**src/rtl/rcb_udiv.sv**
```systemverilog
module rcb_udiv #(
   parameter int NUM_W = 32,
   parameter int DEN_W = 25,
   parameter int Q_W   = 7
) (
   input  logic             clock,
   input  logic             en,
   input  logic [NUM_W-1:0] num,
   input  logic [DEN_W-1:0] den,
   output logic [Q_W-1:0]   quot,
   output logic [NUM_W-1:0] rem
);

   localparam int CW = (NUM_W > DEN_W + Q_W) ? NUM_W : DEN_W + Q_W;

   logic [NUM_W-1:0] rem_ff [Q_W];
   logic [Q_W-1:0]   q_ff [Q_W];

   for (genvar s = 0; s < Q_W; s++) begin : g_step
      logic [NUM_W-1:0] rem_prev;
      logic [Q_W-1:0]   q_prev;
      logic [CW-1:0]    trial;
      logic             take;

      if (s == 0) begin : g_first
         assign rem_prev = num;
         assign q_prev   = '0;
      end else begin : g_next
         assign rem_prev = rem_ff[s-1];
         assign q_prev   = q_ff[s-1];
      end

      assign trial = CW'(den) << (Q_W - 1 - s);
      assign take  = CW'(rem_prev) >= trial;

      always_ff @(posedge clock) begin
         if (en) begin
            rem_ff[s] <= take ? NUM_W'(CW'(rem_prev) - trial) : rem_prev;
            q_ff[s]   <= Q_W'({q_prev, take});
         end
      end
   end

   assign quot = q_ff[Q_W-1];
   assign rem  = rem_ff[Q_W-1];

endmodule

```
**config.mk**
```make
export PLATFORM = sky130hd
export DESIGN_NAME = rcb_udiv
export DESIGN_NICKNAME = d
export VERILOG_FILES = /design/src/rtl/rcb_udiv.sv
export SDC_FILE = /design/constraint.sdc
export NUM_CORES = 1
export LEC_CHECK = 0
export BUFFER_PORTS_ARGS = -buffer_cell sky130_fd_sc_hd__buf_2
export CAP_MARGIN = 20
export CORE_AREA = 10 10 274 276
export CTS_BUF_LIST = sky130_fd_sc_hd__clkbuf_8
export DETAILED_ROUTE_END_ITERATION = 8
export DIE_AREA = 0 0 284 286
export GPL_ROUTABILITY_DRIVEN = 0
export PLACE_DENSITY = 0.48
export SLEW_MARGIN = 10
export SYNTH_ARGS = -nofsm -noshare
export SYNTH_HDL_FRONTEND = slang
export SYNTH_SLANG_ARGS = --single-unit
```
**constraint.sdc**
```tcl
create_clock -name clock -period 4.1 [get_ports clock]
set_input_delay 0.205 -clock clock [delete_from_list [all_inputs] [get_ports clock]]
set_output_delay 0.205 -clock clock [all_outputs]
set_load 0.01 [all_outputs]
```
## After elaboration in Yosys (flattened, before gate mapping)

Memory sizes are Yosys's and may differ from the RTL's.
Index checks and enable logic that the tools add are counted.

- Bits in registers: 0
- Word-level logic and storage cells: 25
- Memory bits (writable): 273
- Input bits: 59
- ROM bits: 0
- Bits in latches: 0
- Memories kept: 2

- Equality and inequality tests: 0
- $mul: 0
- Div/mod/pow operators: 0
- Reductions and logical operators: 0
- Order comparisons: 7
- $add $sub $neg: 7
- Multiplexer cells: 9
- Bitwise operators: 0
- Shifts and indexed selects: 0

Memories:

| name | words | width | rd ports | clocked after memory_dff | write ports | RTL line | text |
|---|---|---|---|---|---|---|---|
| rem_ff | 7 | 32 | 7 | 0 | 7 | 16 | `logic [NUM_W-1:0] rem_ff [Q_W];` |
| q_ff | 7 | 7 | 7 | 0 | 7 | 17 | `logic [Q_W-1:0] q_ff [Q_W];` |

Operators with widths:

| cell | count |
|---|---|
| $mux W32 | 7 |
| $ge A32 B25 Y1 | 1 |
| $ge A32 B26 Y1 | 1 |
| $ge A32 B27 Y1 | 1 |
| $ge A32 B28 Y1 | 1 |
| $ge A32 B29 Y1 | 1 |
| $ge A32 B30 Y1 | 1 |
| $ge A32 B31 Y1 | 1 |
| $sub A32 B25 Y32 | 1 |
| $sub A32 B26 Y32 | 1 |
| $sub A32 B27 Y32 | 1 |
| $sub A32 B28 Y32 | 1 |
| $sub A32 B29 Y32 | 1 |
| $sub A32 B30 Y32 | 1 |
| $sub A32 B31 Y32 | 1 |
| $mux W1 | 2 |

## Logic depth before layout (Yosys ltp)

An unclocked memory read counts as a cell.

- Word-level depth: 3
- Mapped depth: 13

## Least setup slack after synthesis

OpenSTA, ideal clock, no wires.

- Kind: input to register
- Start point: in den[1]
- End point: mem rem_ff[3][11] (data pin)
- Path buffers: 1
- Arrival: 2.674 ns
- Library setup time: 0.260 ns
- Path slack: 1.166 ns
- Required time: 3.840 ns
- Stages on the path: 11
- Cell sequence: inv_1 -> ha_1 -> nor2b_1 -> o31a_1 -> o41ai_2 -> a211oi_1 -> o21ai_1 -> a31oi_1 -> nor4_4 -> buf_4 -> mux2_2

RTL lines:

| item | RTL line | text |
|---|---|---|
| start: declaration | 9 | `input logic [DEN_W-1:0] den,` |
| end: declaration | 16 |  |

==> run_results.csv <==
group,metric,value,unit
status,status,"complete, no violations",
clock_network,h-tree-depth,2,
synthesis,synth_cell_types,80,
sta,maxSlewHeadroom,48.20,%
place,hpwl,40.53,mm
critical_path,path_class,"flop to flop",
sta,holdWs,0.06757,ns
power,seqPwrFrac,32.4,%
drt,initialDrtViolationCount,902,
hold_path,hp-class,"input pin to flop",
synthesis,synthArstFlopShare,0,%
synthesis,synth_area,19260,µm²
final_layout,final_layout_size_suffix_gt1_share,12.54,%
power,power.share.clock,18.9,%
global_route,grt_pass1_wl,81.71,mm
clock_network,cts-resized-gates,0,
floorplan,dieHeight,286,µm
sta,period_minus_slack,3.527,ns
synthesis,syn-num-nets,2249,
power,p_switching,5.638,mW
floorplan,start_util,27.69,%
sta,rsz0062_at_grt,"false",
global_route,grtUsageTotal,12.21,%
synthesis,syn_avg_cell_area,9.590,µm²
place,place.port_buffers,97,
synthesis,ys.flop_type,"edfxtp_1",
critical_path,setup.worst_path.start_class,"flop",
synthesis,synth-warning-count,0,
synthesis,ys_ff_latch,252,
sta,setup_tns,0,ns
clock_network,cts_tree,"built",
power,powerDensity,642.7,nW/µm²
sta,setup_ws,0.5732,ns
global_route,grt_pass1_vias,15650,
floorplan,std_cell_rows,97,
clock_network,numCtsBuffers,49,
critical_path,cp_data_required_time,4.46,ns
drt,viasPerCell,4.950,
clock_network,cts_sinks,252,
synthesis,seq_area_frac_synth,39.30,%
drt,ant_nets,0,
clock_network,worst_skew_pair.late_latency,0.64,ns
power,swShare,39.04,%
synthesis,synth-edff-count,252,
floorplan,ios,98,
sta,slew_viol_final,0,
critical_path,cp-end-kind,"flop",
clock_network,cts_root_buffer,"clkbuf_8",
sta,timing.final.crit_share,86.02,%
drt,route.detailed.drc,0,
sta,finClkSkew,0.03340,ns
critical_path,arrival,3.88,ns
power,p_int,8.803,mW
final_layout,final_core_utilization,32.31,%
run,maxCapViolCount,0,
power,p_comb_share,48.7,%
critical_path,rrSetupSlack,0.57,ns
final_layout,nFillCells,7121,
floorplan,die_w,284,µm
global_route,globalRouteOverflowTotal,0,
drt,wl_per_cell,16.17,µm
clock_network,postCtsHoldBufs,32,
sta,final_hold_viol_count,0,
floorplan,core,69540,µm²
final_layout,nNetsFinal,2412,
global_route,antenna_found_initial,1,
clock_network,postCtsSetupRepairBufs,0,
critical_path,cp_max_fo,28,
sta,worst_pin_slew,0.7770,ns
place,dp.cells,3028,
drt,drt_pass1_iterations,7,
final_layout,fin_cells,3150,
final_layout,synthToLayoutAreaGrowth,16.68,%
sta,setup_violations,0,
power,p_leak,8.772,nW
clock_network,clk_pin_slew,0.06,ns
clock_network,clk_path_buf_depth,3,
place,dp_slack,0.2772,ns
global_route,grt_max_degree,111,
synthesis,syn_inst,2008,
drt,vias,15592,
power,vdd_drop_max,0.2149,mV
drt,drt_wl_total,50.95,mm
sta,timing.fmax,283.5,MHz
floorplan,dieArea,81220,µm²
## metal layers
| metal | vias to the layer above | track usage (%) | wire length [µm] |
|---|---|---|---|
| met1 | 7243 | 15.76 | 23780 |
| met4 | 0 | 4.432 | 1638 |
| met5 | - | 0 | 0 |
| met3 | 111 | 2.077 | 2425 |
| met2 | 383 | 20.30 | 23100 |
| li1 | 7855 | - | - |
## power by group through the flow
| stage | sequential [mW] | clock (mW) | combinational (mW) |
|---|---|---|---|
| 2_1_floorplan | 4.59 | 0 | 5.31 |
| 3_3_place_gp | 4.73 | 0 | 6.88 |
| 3_5_place_dp | 4.72 | 0 | 6.96 |
| 4_1_cts | 4.67 | 2.84 | 7.02 |
| 5_1_grt | 4.77 | 2.96 | 7.92 |
| 6_report | 4.67 | 2.73 | 7.03 |
## registers in the layout, indices dropped and copies added, names as in the netlist
signal  count
rem_ff    224
q_ff       28
## stage by stage
stage / instance area [µm²] / power [mW]
after floorplan: 19260 / 9.905
after global placement: 21100 / 11.61
after detailed placement: 21100 / 11.68
after CTS: 22470 / 14.53
after global routing: 22470 / 15.65
final: 22470 / 14.44
## synth_stat cells, types with 15 or more instances
master | n | share of area [%]
clkbuf_1 | 41 | 0.80
a21oi_1 | 189 | 4.9
a31oi_1 | 18 | 0.58
o21bai_1 | 21 | 0.82
ha_1 | 175 | 11
o21ai_0 | 202 | 5.2
nand4_1 | 27 | 0.88
xor2_1 | 83 | 3.8
nand2_1 | 200 | 3.9
nor2b_1 | 33 | 1.1
edfxtp_1 | 252 | 39
nand3_1 | 42 | 1.1
o31ai_1 | 15 | 0.58
or3_1 | 15 | 0.49
mux2_2 | 29 | 1.7
nor3_1 | 33 | 0.86
xnor2_1 | 85 | 3.9
a211oi_1 | 16 | 0.62
nand2b_1 | 22 | 0.71
nor2_1 | 122 | 2.4
and3_1 | 16 | 0.52
a21o_1 | 73 | 2.8
o21a_1 | 23 | 0.90
inv_1 | 79 | 1.5
## worst max-delay path, stage by stage (launching register included)
cell and delay, ns:
edfxtp_1 0.40, inv_1 0.07, ha_1 0.18, fa_1 0.23
nor2b_1 0.07, o31a_1 0.27, o31ai_1 0.49, nand2_1 0.24
a2111oi_2 0.55, o31ai_4 0.26, buf_12 0.23, mux2_2 0.28
## cell type report
| class | count | area [µm²] | area share, % |
|---|---|---|---|
| sequential | 252 | 7567 | 33.68 |
| timing repair buffer | 167 | 1189 | 5.290 |
| multi-input combinational | 1622 | 11190 | 49.82 |
| inverter | 79 | 296.5 | 1.320 |
| clock inverter | 39 | 355.3 | 1.581 |
| tap | 940 | 1176 | 5.234 |
| clock buffer | 50 | 688.2 | 3.063 |
| antenna | 1 | 2.502 | 0.01114 |
## worst paths after layout
check | startpoint | to | cells past startpoint
setup reg to reg | rem_ff[3][2]$_DFFE_PP_ | rem_ff[4][11]$_DFFE_PP_ | 11
hold reg to reg | q_ff[4][1]$_DFFE_PP_ | q_ff[5][2]$_DFFE_PP_ | 0
setup / recovery | rem_ff[3][2]$_DFFE_PP_ | rem_ff[4][11]$_DFFE_PP_ | 11
hold / removal | en | rem_ff[6][1]$_DFFE_PP_ | 1
## kinds of logic after synthesis
group | Yosys count | share of synthesized area (%)
flops | 252 | 39.30
compound gates | 658 | 21.58
fa+ha+maj | 182 | 12.10
simple gates | 583 | 14.88
buf+inv | 134 | 2.703
mux | 31 | 1.800
xor+xnor | 168 | 7.641
## cells in the final DEF, fill, tap and decap left out, types with 31 or more instances in the layout
master / n
buf_4: 31
dlygate4sd3_1: 32
inv_1: 90
nand3_1: 42
nand2_1: 200
nor2_1: 122
a21oi_1: 188
buf_2: 96
xnor2_1: 85
xor2_1: 83
o21ai_0: 202
ha_1: 175
nor3_1: 33
clkbuf_8: 50
nor2b_1: 33
a21o_1: 73
edfxtp_1: 252
Note: power is estimated with default switching activity, not from simulation.
