<file path="src/rtl/rcb_pkg.sv">
package rcb_pkg;

   localparam logic [1:0] CSR_BUMP_LENGTH  = 2'd0;
   localparam logic [1:0] CSR_PAUSE_LENGTH = 2'd1;
   localparam logic [1:0] CSR_BUMP_COUNT   = 2'd2;

   localparam logic OP_QUERY = 1'b0;
   localparam logic OP_WRITE = 1'b1;

   localparam int N_W = 7;

   localparam logic [63:0] PI_Q30 = 64'd3373259426;

   typedef struct packed {
      logic               valid;
      logic               op;
      logic [5:0]         idx;
      logic signed [15:0] vx;
      logic signed [15:0] vy;
      logic signed [15:0] vz;
      logic               finished;
      logic               act;
      logic [N_W-1:0]     n;
   } meta_type;

   function automatic logic [15:0] sin_sq_q15(input logic [63:0] a);
      logic [63:0]        term;
      logic signed [63:0] sum;
      logic [63:0]        s;
      logic [63:0]        w;
      int unsigned        i;
      term = a;
      sum  = $signed(a);
      for (i = 1; i <= 8; i++) begin
         term = (term * a) >> 30;
         term = (term * a) >> 30;
         term = term / 64'((2 * i) * (2 * i + 1));
         if (i[0]) begin
            sum = sum - $signed(term);
         end else begin
            sum = sum + $signed(term);
         end
      end
      if (sum < 0) begin
         sum = '0;
      end
      s = $unsigned(sum);
      w = (s * s) >> 30;
      w = (w + 64'd16384) >> 15;
      if (w > 64'd32768) begin
         w = 64'd32768;
      end
      return w[15:0];
   endfunction

   function automatic logic signed [15:0] sat16(input logic signed [32:0] p);
      logic signed [32:0] r;
      r = p >>> 15;
      if (r > 33'sd32767) begin
         return 16'sh7fff;
      end else if (r < -33'sd32768) begin
         return 16'sh8000;
      end
      return r[15:0];
   endfunction

endpackage

</file>
<file path="src/rtl/rcb_btab.sv">
module rcb_btab #(
   parameter int MAX_BUMPS = 64
) (
   input  logic                      clock,
   input  logic                      en,
   input  logic                      wr,
   input  logic [5:0]                waddr,
   input  logic [47:0]               wdata,
   input  logic [rcb_pkg::N_W-1:0]   raddr,
   output logic [47:0]               rdata
);

   localparam int AW = (MAX_BUMPS > 1) ? $clog2(MAX_BUMPS) : 1;

   logic [47:0] mem [MAX_BUMPS];
   logic [47:0] rd_ff;

   always_ff @(posedge clock) begin
      if (en) begin
         if (wr && (32'(waddr) < MAX_BUMPS)) begin
            mem[AW'(waddr)] <= wdata;
         end
         rd_ff <= mem[AW'(raddr)];
      end
   end

   assign rdata = rd_ff;

endmodule

</file>
<file path="config.mk">
export PLATFORM = sky130hd
export DESIGN_NAME = rcb_btab
export DESIGN_NICKNAME = d
export VERILOG_FILES = /design/src/rtl/rcb_pkg.sv /design/src/rtl/rcb_btab.sv
export SDC_FILE = /design/constraint.sdc
export NUM_CORES = 2
export LEC_CHECK = 0
export ABC_AREA = 1
export BUFFER_PORTS_ARGS = -buffer_cell sky130_fd_sc_hd__buf_2
export CAP_MARGIN = 20
export CORE_AREA = 2 2 600 602
export DETAILED_ROUTE_END_ITERATION = 7
export DIE_AREA = 0 0 602 604
export SLEW_MARGIN = 40
export SYNTH_ARGS = -nofsm -noshare
export SYNTH_HDL_FRONTEND = slang
export SYNTH_SLANG_ARGS = --single-unit
</file>
<file path="constraint.sdc">
create_clock -name clock -period 4.4 [get_ports clock]
set_input_delay 0.88 -clock clock [delete_from_list [all_inputs] [get_ports clock]]
set_output_delay 0.88 -clock clock [all_outputs]
set_load 0.005 [all_outputs]
</file>
Yosys cells after proc, flatten, opt, wreduce, memory -nomap -nowiden
Memory sizes are Yosys's and may differ from the RTL's. A register that Yosys moved wholly into a read port is not among the register bits.
Index checks and enable logic that the tools add are counted.
- register bits after elaboration: 0
- bits in writable memories: 3072
- input bits: 64
- logic and storage cells: 4
- memories: 1
- memory list (memory ; words ; bits a word ; read ports ; clocked after Yosys merged registers in ; write ports ; line ; text):
    mem ; 64 ; 48 ; 1 ; 1 ; 1 ; rcb_btab.sv:15 ; logic [47:0] mem [MAX_BUMPS];
- multiplexer cells: 3
- operators by type and width (kind ; number):
    1-bit two-way mux ; 3

Longest topological paths before layout
- word-level depth: 3
- gate-level depth with buffers: 13
- gate-level depth less buffers: 9

Least setup slack after synthesis
OpenSTA, ideal clock, no wires.
- path type: input -> register
- start point: input en
- end point: memory mem[0][0] (enable)
- arrival time: 3.386 ns
- data required time: 3.946 ns
- path slack: 0.561 ns
- stages on the path: 4
- path buffers: 0
- path through: nand2_1 > inv_1 > nand4_1 > nor2_1
- longest elaborated chain between the ends: 2
- RTL lines (item ; line ; text):
    from (decl) ; rcb_btab.sv:5 ; input logic en,
    1-bit two-way mux ; rcb_btab.sv:19 ; if (en) begin
    1-bit two-way mux (implied by the code) ; rcb_btab.sv:21 ; mem[AW'(waddr)] <= wdata;
    to (decl) ; rcb_btab.sv:15 ;
No other way between the ends.

Worst setup path in the final report
- start point: register rd_ff[9], in the netlist rdata[9], read port of mem
- end point: output rdata[9]
- RTL lines (item ; line ; text):
    from (decl) ; rcb_btab.sv:16 ; logic [47:0] rd_ff;
    to (decl) ; rcb_btab.sv:10 ; output logic [47:0] rdata
No word-level cell between the ends.

==> metrics.txt <==
# TYPE chip_impl_metric gauge
chip_impl_metric{name="clk_latency",unit="ns"} 0.90
chip_impl_metric{name="die_h",unit="um"} 604
chip_impl_metric{name="ant_nets",unit=""} 0
chip_impl_metric{name="postCtsSetupRepairBufs",unit=""} 0
chip_impl_metric{name="worst_pin_slew",unit="ns"} 0.954
chip_impl_metric{name="endpoint_required_time_on_the_critical_path",unit="ns"} 3.52
chip_impl_metric{name="fmax",unit="GHz"} 0.352
chip_impl_metric{name="place_worst_setup_slack",unit="ns"} 0.953
chip_impl_metric{name="io-pin-count",unit=""} 112
chip_impl_metric{name="synthesis.instances",unit=""} 10100
chip_impl_metric{name="grt_overflow",unit=""} 0
chip_impl_metric{name="drtPass1Iterations",unit=""} 6
chip_impl_metric{name="floorplan.die.width",unit="um"} 602
chip_impl_metric{name="post_cts_resized",unit=""} 0
chip_impl_metric{name="minimum_clock_period_after_layout",unit="ns"} 2.84
chip_impl_metric{name="syn_avg_cell_area",unit="um2"} 12.3
chip_impl_metric{name="floorplan.initialDensity",unit=""} 0.348
chip_impl_metric{name="vias_per_cell",unit=""} 5.34
chip_impl_info{name="layout.cells.most_common_list",value="nand2_1, edfxtp_1, nand3_1"} 1
chip_impl_metric{name="timing.final.crit_share",unit=""} 0.646
chip_impl_metric{name="report.final.setup_viol",unit=""} 0
chip_impl_info{name="critical_path.slowest_cell",value="edfxtp_1"} 1
chip_impl_metric{name="nets",unit=""} 10200
chip_impl_info{name="final_common_cell",value="nand2_1"} 1
chip_impl_metric{name="grt_pass1_vias",unit=""} 74800
chip_impl_metric{name="grt_max_degree",unit=""} 139
chip_impl_metric{name="postSynthNetCount",unit=""} 10200
chip_impl_metric{name="timing.critical_path.fanout_max",unit=""} 3
chip_impl_metric{name="critPathBufInv",unit=""} 1
chip_impl_metric{name="finalWirelength",unit="um"} 375000
chip_impl_metric{name="layout-drive-gt1-share",unit=""} 0.0830
chip_impl_info{name="timing.critical_path.from_type",value="flop"} 1
chip_impl_metric{name="cap_viol_max_count",unit=""} 0
chip_impl_info{name="critical_path.endpoint_type",value="output pin"} 1
chip_impl_info{name="rsz_0062_raised_after_global_routing",value="false"} 1
chip_impl_metric{name="final_core_utilization",unit=""} 0.395
chip_impl_metric{name="clkSinkCount",unit=""} 3120
chip_impl_metric{name="fin_setup_tns",unit="ns"} 0
chip_impl_metric{name="route.vias.total",unit=""} 81000
chip_impl_metric{name="core_area",unit="um2"} 358000
chip_impl_metric{name="grtUsageTotal",unit=""} 0.200
chip_impl_info{name="cts_tree",value="yes"} 1
chip_impl_info{name="timing.critical_path.max_delay_family",value="flip-flops"} 1
chip_impl_metric{name="post_dp_hpwl",unit="um"} 193000
chip_impl_metric{name="critical-path-max-stage-delay",unit="ns"} 0.85
chip_impl_metric{name="hold_violations",unit=""} 0
chip_impl_metric{name="area_growth_syn_to_layout",unit="%"} 13.3
chip_impl_metric{name="yosys_warnings",unit=""} 0
chip_impl_metric{name="synth_seq_cells",unit=""} 3120
chip_impl_info{name="critical_path_class",value="flop to output pin"} 1
chip_impl_metric{name="drv_slew",unit=""} 0
chip_impl_metric{name="wl_per_cell",unit="um"} 24.7
chip_impl_metric{name="floorplan.rows",unit=""} 220
chip_impl_metric{name="synth.distinct_cells",unit=""} 15
chip_impl_metric{name="drt_drc_violations_left",unit=""} 0
chip_impl_metric{name="cellPowerDensity",unit="nW/um2"} 438
chip_impl_metric{name="worst_slew_margin_rel",unit=""} 0.364
chip_impl_metric{name="postCtsHoldBufs",unit=""} 0
chip_impl_metric{name="seq_area_frac_synth",unit=""} 0.752
chip_impl_metric{name="clkTransAtPathRegs",unit="ns"} 0.06
chip_impl_metric{name="cp_data_arrival_time",unit="ns"} 1.96
chip_impl_metric{name="fin_skew",unit="ns"} 0.0423
chip_impl_info{name="timing.hold.worst.class",value="primary input to flop"} 1
chip_impl_metric{name="drt_iter0_markers",unit=""} 9514
chip_impl_metric{name="cts_made_buffers",unit=""} 306
chip_impl_info{name="crit_path_cell_chain",value="buf_2"} 1
chip_impl_metric{name="max-clock-path-buffers",unit=""} 4
chip_impl_metric{name="h-tree-depth",unit=""} 5
chip_impl_info{name="synthTopCellsByArea",value="edfxtp_1, nand3_1, nand2_1"} 1
chip_impl_metric{name="power.static_leakage",unit="uW"} 0.0488
chip_impl_metric{name="design.die.area",unit="um2"} 364000
chip_impl_metric{name="numPortBuffers",unit=""} 110
chip_impl_metric{name="timing.final.ws_setup",unit="ns"} 1.56
chip_impl_info{name="outcome",value="finished, final reports clean"} 1
chip_impl_info{name="netlist.top_cell.by_area",value="edfxtp_1"} 1
chip_impl_metric{name="netlist.area_leader.share",unit=""} 0.752
chip_impl_metric{name="antenna_found_initial",unit=""} 37
chip_impl_metric{name="gp_congestion",unit=""} 0.792
chip_impl_info{name="cts.root.buffer_cell",value="clkbuf_16"} 1
chip_impl_metric{name="netlist_area",unit="um2"} 125000
chip_impl_metric{name="grt_first_pass_wirelength",unit="um"} 534000
chip_impl_metric{name="max-vdd-ir-drop",unit="mV"} 0.329
-- cells by family after synthesis --
| logic type | Yosys count | synth area share |
|---|---|---|
| AND/OR/NAND/NOR | 6315 | 0.219 |
| buffers and inverters | 683 | 0.0291 |
| flip-flops | 3120 | 0.752 |
-- where the power goes --
group          leakage, uW  internal [uW]  total [uW]  switching (uW)
combinational       0.0161            899        3530            2630
sequential          0.0281          32900       32900            68.1
clock              0.00463          14400       25400           11000
-- metal layers --
layer	global-route usage	vias to the layer above	part of all wire
met4	0.0664	18	0.035
met2	0.317	3780	0.46
met5	0	-	0.00032
met1	0.277	40400	0.41
met3	0.0404	676	0.095
li1	-	36200	-
-- cell type report --
type	count	area, um2
clock buffers	383	8120
repair buffers	392	4050
flip-flops and latches	3120	93700
multi-input cells	6315	27800
fillers	33200	216000
well taps	4773	5970
diodes	26	65.1
clock inverters	147	1340
inverters	13	96.3
-- final timing paths --
check	endpoint	from	cells after the start	slack [ns]
hold reg to reg	rdata[46]$_DFFE_PP_	mem[26][46]$_DFFE_PP_	8	0.88
setup reg to reg	rdata[38]$_DFFE_PP_	mem[25][38]$_DFFE_PP_	8	2.57
hold / removal	rdata[22]$_DFFE_PP_	en	1	0.48
setup / recovery	rdata[9]	rdata[9]$_DFFE_PP_	1	1.56
-- synthesized netlist by cell type, drive strengths merged --
cell and count:
edfxtp 3120, clkbuf 110, nor2 64, clkinv 2, nand4 8, nand2 3397
inv 11, buf 560, nand3 2846
-- per-stage QoR --
stage | hold slack [ns] | cells | power (uW) | cell area [um2]
after floorplan | 0.797 | 10100 | 35500 | 125000
after global placement | 0.864 | 14600 | 37000 | 131000
after detailed placement | 0.870 | 14600 | 37100 | 132000
after CTS | 0.417 | 15100 | 62100 | 141000
after global routing | 0.434 | 15200 | 63600 | 141000
final | 0.476 | 15200 | 61900 | 141000
-- state kept, by name, summed over array words and instances (netlist names) --
name / flops
mem: 3072
rdata: 48
(Power assumes the default switching activity.)
